`src/rtl/bfpu_pkg.sv`:
```
// shared constants and control types for the bit-field pack/unpack engine
package bfpu_pkg;

	localparam int unsigned BUFFER_BYTES = 4096;
	localparam int unsigned BUF_BITS     = BUFFER_BYTES * 8;
	localparam int unsigned ROW_BITS     = 64;
	localparam int unsigned ROW_BYTES    = ROW_BITS / 8;
	localparam int unsigned ROWS         = (BUFFER_BYTES + ROW_BYTES - 1) / ROW_BYTES;
	localparam int unsigned ROW_AW       = (ROWS > 1) ? $clog2(ROWS) : 1;
	localparam int unsigned WIN_BITS     = 2 * ROW_BITS;
	localparam int unsigned MAX_COUNT    = 64;

	localparam int unsigned START_W = 15;
	localparam int unsigned COUNT_W = 7;
	localparam int unsigned VALUE_W = 64;
	localparam int unsigned OFF_W   = $clog2(ROW_BITS);
	localparam int unsigned SH_W    = $clog2(WIN_BITS);

	typedef enum logic {
		FUNC_WRITE = 1'b0,
		FUNC_READ  = 1'b1
	} bfpu_func_t;

	typedef struct packed {
		logic              load;
		logic              rd0;
		logic              rd1;
		logic              ex;
		logic              wr1;
		logic              clr;
		logic [ROW_AW-1:0] clr_addr;
		logic              out_load;
	} bfpu_cmd_t;

	typedef struct packed {
		logic err;
		logic is_read;
		logic spill;
	} bfpu_sts_t;

endpackage

```
`src/rtl/bfpu_ctrl.sv`:
```
// sequencer: clearing pass, read-modify-write steps and output handshake
module bfpu_ctrl (
	input  logic                clk,
	input  logic                arst_n,
	input  logic                req_valid,
	output logic                req_ready,
	output logic                rsp_valid,
	input  logic                rsp_ready,
	input  bfpu_pkg::bfpu_sts_t sts,
	output bfpu_pkg::bfpu_cmd_t cmd
);
	import bfpu_pkg::*;

	typedef enum logic [2:0] {
		S_CLR,
		S_IDLE,
		S_RD0,
		S_RD1,
		S_EX,
		S_WR1,
		S_DONE
	} state_t;

	state_t            state_q;
	logic [ROW_AW-1:0] clr_cnt_q;
	logic              out_valid_q;
	logic              out_free;

	assign out_free  = !out_valid_q || rsp_ready;
	assign req_ready = (state_q == S_IDLE);
	assign rsp_valid = out_valid_q;

	always_comb begin
		cmd          = '0;
		cmd.load     = (state_q == S_IDLE) && req_valid;
		cmd.rd0      = (state_q == S_RD0);
		cmd.rd1      = (state_q == S_RD1);
		cmd.ex       = (state_q == S_EX);
		cmd.wr1      = (state_q == S_WR1);
		cmd.clr      = (state_q == S_CLR);
		cmd.clr_addr = clr_cnt_q;
		cmd.out_load = (state_q == S_DONE) && out_free;
	end

	always_ff @(posedge clk or negedge arst_n) begin
		if (!arst_n) begin
			state_q     <= S_CLR;
			clr_cnt_q   <= '0;
			out_valid_q <= 1'b0;
		end else begin
			if (cmd.out_load) begin
				out_valid_q <= 1'b1;
			end else if (rsp_ready) begin
				out_valid_q <= 1'b0;
			end
			case (state_q)
				S_CLR: begin
					clr_cnt_q <= clr_cnt_q + 1'b1;
					if (clr_cnt_q == ROW_AW'(ROWS - 1)) begin
						state_q <= S_IDLE;
					end
				end
				S_IDLE: begin
					if (req_valid) begin
						state_q <= S_RD0;
					end
				end
				S_RD0: begin
					state_q <= sts.err ? S_DONE : S_RD1;
				end
				S_RD1: begin
					state_q <= S_EX;
				end
				S_EX: begin
					// second row only needs writing when the field crosses into it
					state_q <= (!sts.is_read && sts.spill) ? S_WR1 : S_DONE;
				end
				S_WR1: begin
					state_q <= S_DONE;
				end
				S_DONE: begin
					if (out_free) begin
						state_q <= S_IDLE;
					end
				end
				default: begin
					state_q <= S_IDLE;
				end
			endcase
		end
	end
endmodule

```
`config.mk`:
```
export PLATFORM = sky130hd
export DESIGN_NAME = bfpu_ctrl
export DESIGN_NICKNAME = d
export VERILOG_FILES = /design/src/rtl/bfpu_pkg.sv /design/src/rtl/bfpu_ctrl.sv
export SDC_FILE = /design/constraint.sdc
export NUM_CORES = 1
export LEC_CHECK = 0
export BUFFER_PORTS_ARGS = -buffer_cell sky130_fd_sc_hd__buf_2
export CAP_MARGIN = 5
export CELL_PAD_IN_SITES_DETAIL_PLACEMENT = 2
export CELL_PAD_IN_SITES_GLOBAL_PLACEMENT = 2
export CORE_MARGIN = 1
export CORE_UTILIZATION = 28
export CTS_CLUSTER_SIZE = 30
export DETAILED_ROUTE_END_ITERATION = 12
export PLACE_DENSITY = 0.87
export RECOVER_POWER = 25
export SYNTH_ARGS = -nofsm -noshare
export SYNTH_HDL_FRONTEND = slang
export SYNTH_SLANG_ARGS = --single-unit
```
`constraint.sdc`:
```
create_clock -name clk -period 1.55 [get_ports clk]
set_input_delay 0.2325 -clock clk [delete_from_list [all_inputs] [get_ports clk]]
set_output_delay 0.2325 -clock clk [all_outputs]
set_load 0.02 [all_outputs]
```
==> run_results.csv <==
group,metric,value,unit
cells_and_area,stdcell_area,0.001077,mm^2
floorplan,start_util,30.56,%
worst_hold_path,min_path_type,"input pin to flop",
placed_design,dp_cells,122,
detailed_routing,wl_per_cell,15.49,um
timing,fmax,653.2,MHz
grt,gr-usage-all-layers,17.52,%
critical_path,critPathCaptureType,"flop",
detailed_routing,top_layer,"met4",
floorplan,die-area,0.002711,mm^2
cells_and_area,seq_area,329.1,um^2
critical_path,crit_family,"simple AND/OR/NAND/NOR gates",
synth,synth_nets,75,
critical_path,path_buf_inv,0,
synth,yosysMostFrequentCell,"dfrtp_1",
synth,yosys.area.top_type,"dfrtp_1",
timing,period_minus_slack,1.531,ns
critical_path,cp.required,1.73,ns
power,ir_worst_vdd,1.067,mV
cells_and_area,drive_above_1_share,55.45,%
power,leakage,0.5177,nW
floorplan,die_height,52.07,um
cells_and_area,nFillCells,254,
placed_design,io_buffers,24,
timing,relSlewSlack,51.26,%
critical_path,arrival,1.71,ns
run_status,outcome,"finished clean",
placed_design,dpl_cell_area,892.1,um^2
synth,synth_area_leaders,"dfrtp_1 (46%), xnor2_1 (7.5%), nor3b_1 (4.3%), ha_1 (3.6%), mux2_2 (3.2%)",
critical_path,slowest_delay,0.39,ns
clocking,numCtsBuffers,3,
placed_design,gp_congestion,0.7851,
grt,grt_first_pass_wirelength,3.332,mm
detailed_routing,wl,2.138,mm
synth,syn_avg_cell_area,10.64,um^2
critical_path,crit_slowest_cell,"dfrtp_1",
grt,grt_overflow,0,
clocking,cts_root_buffer,"clkbuf_4",
clocking,h-tree-depth,1,
grt,antenna_found_initial,0,
timing,setup_viol,0,
detailed_routing,ant_nets,0,
critical_path,rrSetupSlack,0.02,ns
detailed_routing,met3_length,85,um
timing,fin_ws,0.01911,ns
grt,first_global_vias,716,
timing,skew,0.0005041,ns
placed_design,placement.setup.worst_slack,0.0001131,ns
clocking,cts_buffer_depth,2,
detailed_routing,drt_iter0_markers,0,
timing,slew_violations,0,
timing,grt_setup_unrepaired,"true",
placed_design,hpwl,1.517,mm
synth,syn_inst,66,
synth,netlist_top_cells_count,"dfrtp_1 (13), xnor2_1 (6), nor2_1 (5), nor3b_1 (4)",
clocking,worstSkewPairLatency,0.28,ns
clocking,cts.sinks,13,
floorplan,io_pins,25,
floorplan,die_w,52.07,um
detailed_routing,drtPass1Iterations,1,
floorplan,std_cell_rows,17,
synth,ys.flop_type,"dfrtp_1",
critical_path,worstPathCellList,"and4_4 -> and4_1 -> ha_2 -> mux2i_2 -> nand2_1 -> o21a_1",
power,power_density,2136,mW/mm^2
critical_path,cp_max_fo,3,
timing,finalHoldViolCount,0,
cells_and_area,multi_input_area,400.4,um^2
synth,ys_types,27,
synth,synth_edf_count,0,
critical_path,crit_path_start_kind,"flop",
flow_run,maxCapViolations,0,
floorplan,core_area,0.002297,mm^2
timing,fin_setup_tns,0,ns
grt,grt_max_degree,14,
synth,yosys_warnings,0,
critical_path,crit_type,"flop to flop",
cells_and_area,syn_to_final_growth,53.48,%
cells_and_area,fin_nets,120,
synth,async_flop_share,100.0,%
clocking,cts_tree,"built",
timing,min_period_over_period,98.77,%
synth,synth_area,701.9,um^2
detailed_routing,wl_met1,888,um
detailed_routing,wl_met2,1.126,mm
synth,synth_top_area_share,46.35,%
clocking,clkTransAtPathRegs,0.08,ns
synth,ys_seq_elements,13,
timing,worst_pin_slew,0.7312,ns
detailed_routing,vias,684,
synth,yosysSeqAreaShare,46.35,%
detailed_routing,vias_per_cell,4.957,
cells_and_area,num_antenna_cells,0,
detailed_routing,drc,0,
cells_and_area,fin_cells,138,
through the flow:
step	total power [mW]	hold WS (ns)	utilization [%]
after global placement	1.686	0.1359	38.83
final	2.301	0.2396	46.90
after detailed placement	1.740	0.1372	38.83
after CTS	2.125	0.2600	43.25
after floorplan	1.327	-0.06309	-
after global routing	2.462	0.2855	46.90
kinds of logic (layout without fill, tap and decap cells):
group                    Yosys count  in the layout  share of synthesized area, %
AND/OR/NAND/NOR                   28             28                         24.78
flip-flops                        13             13                         46.35
buffers and inverters              4             48                         3.030
XOR/XNOR                           7              7                         8.735
multiplexers                       3              3                         4.634
adder cells (fa/ha/maj)            2              2                         3.564
AO/OA/AOI/OAI                      9              9                         8.914
flip-flops by register name (all words and copies together), names as in the netlist:
| signal | count |
|---|---|
| rsp_valid | 1 |
| state_q | 3 |
| clr_cnt_q | 9 |
power breakdown:
group / internal [mW] / leakage (nW) / switching (mW)
logic: 0.720 / 0.339 / 0.784
clock network: 0.100 / 0.0150 / 0.118
registers: 0.471 / 0.163 / 0.107
worst min-delay path, stage by stage:
cell	delay [ns]
buf_2	0.09
nor2_1	0.04
o2bb2ai_1	0.13
placed cells by master (no fill, tap or decap), types with 3 or more instances in the layout:
cell type  count
dfrtp_2        3
nor2_1         5
buf_4         18
xnor2_1        6
buf_6          3
nor3b_1        3
dfrtp_1       10
nand3_1        3
buf_2         20
clkbuf_4       3
nand2_1        3
metal layers:
| metal | vias up | track usage, % |
|---|---|---|
| met4 | 0 | 9.459 |
| met1 | 337 | 18.44 |
| met3 | 4 | 3.216 |
| li1 | 322 | - |
| met2 | 21 | 32.26 |
| met5 | - | 0 |
final timing paths:
check	start	to	depth (start not counted)
max in group asynchronous	arst_n	state_q[2]$_DFFE_PN0P_	2
setup / recovery	clr_cnt_q[2]$_DFFE_PN0P_	state_q[1]$_DFFE_PN0P_	6
setup reg to reg	clr_cnt_q[2]$_DFFE_PN0P_	state_q[1]$_DFFE_PN0P_	6
hold reg to reg	clr_cnt_q[7]$_DFFE_PN0P_	clr_cnt_q[7]$_DFFE_PN0P_	1
hold / removal	sts[2]	state_q[2]$_DFFE_PN0P_	3
min in group asynchronous	arst_n	clr_cnt_q[2]$_DFFE_PN0P_	2
final cells by class:
type | count | share of cell area (%)
Multi-Input combinational cell | 49 | 37.17
Clock buffer | 4 | 2.439
Inverter | 1 | 0.3484
Timing Repair Buffer | 43 | 26.25
Sequential cell | 13 | 30.55
Tap cell | 28 | 3.252
what timing repair did:
action	CTS	global route
setup endpoints to repair	9	7
gates resized for setup	5	14
endpoints found under the hold margin	13	0
pin swaps	1	5
hold buffers	1	0
buffers inserted	7	4
No activity file was read; power rests on OpenSTA's default activity.
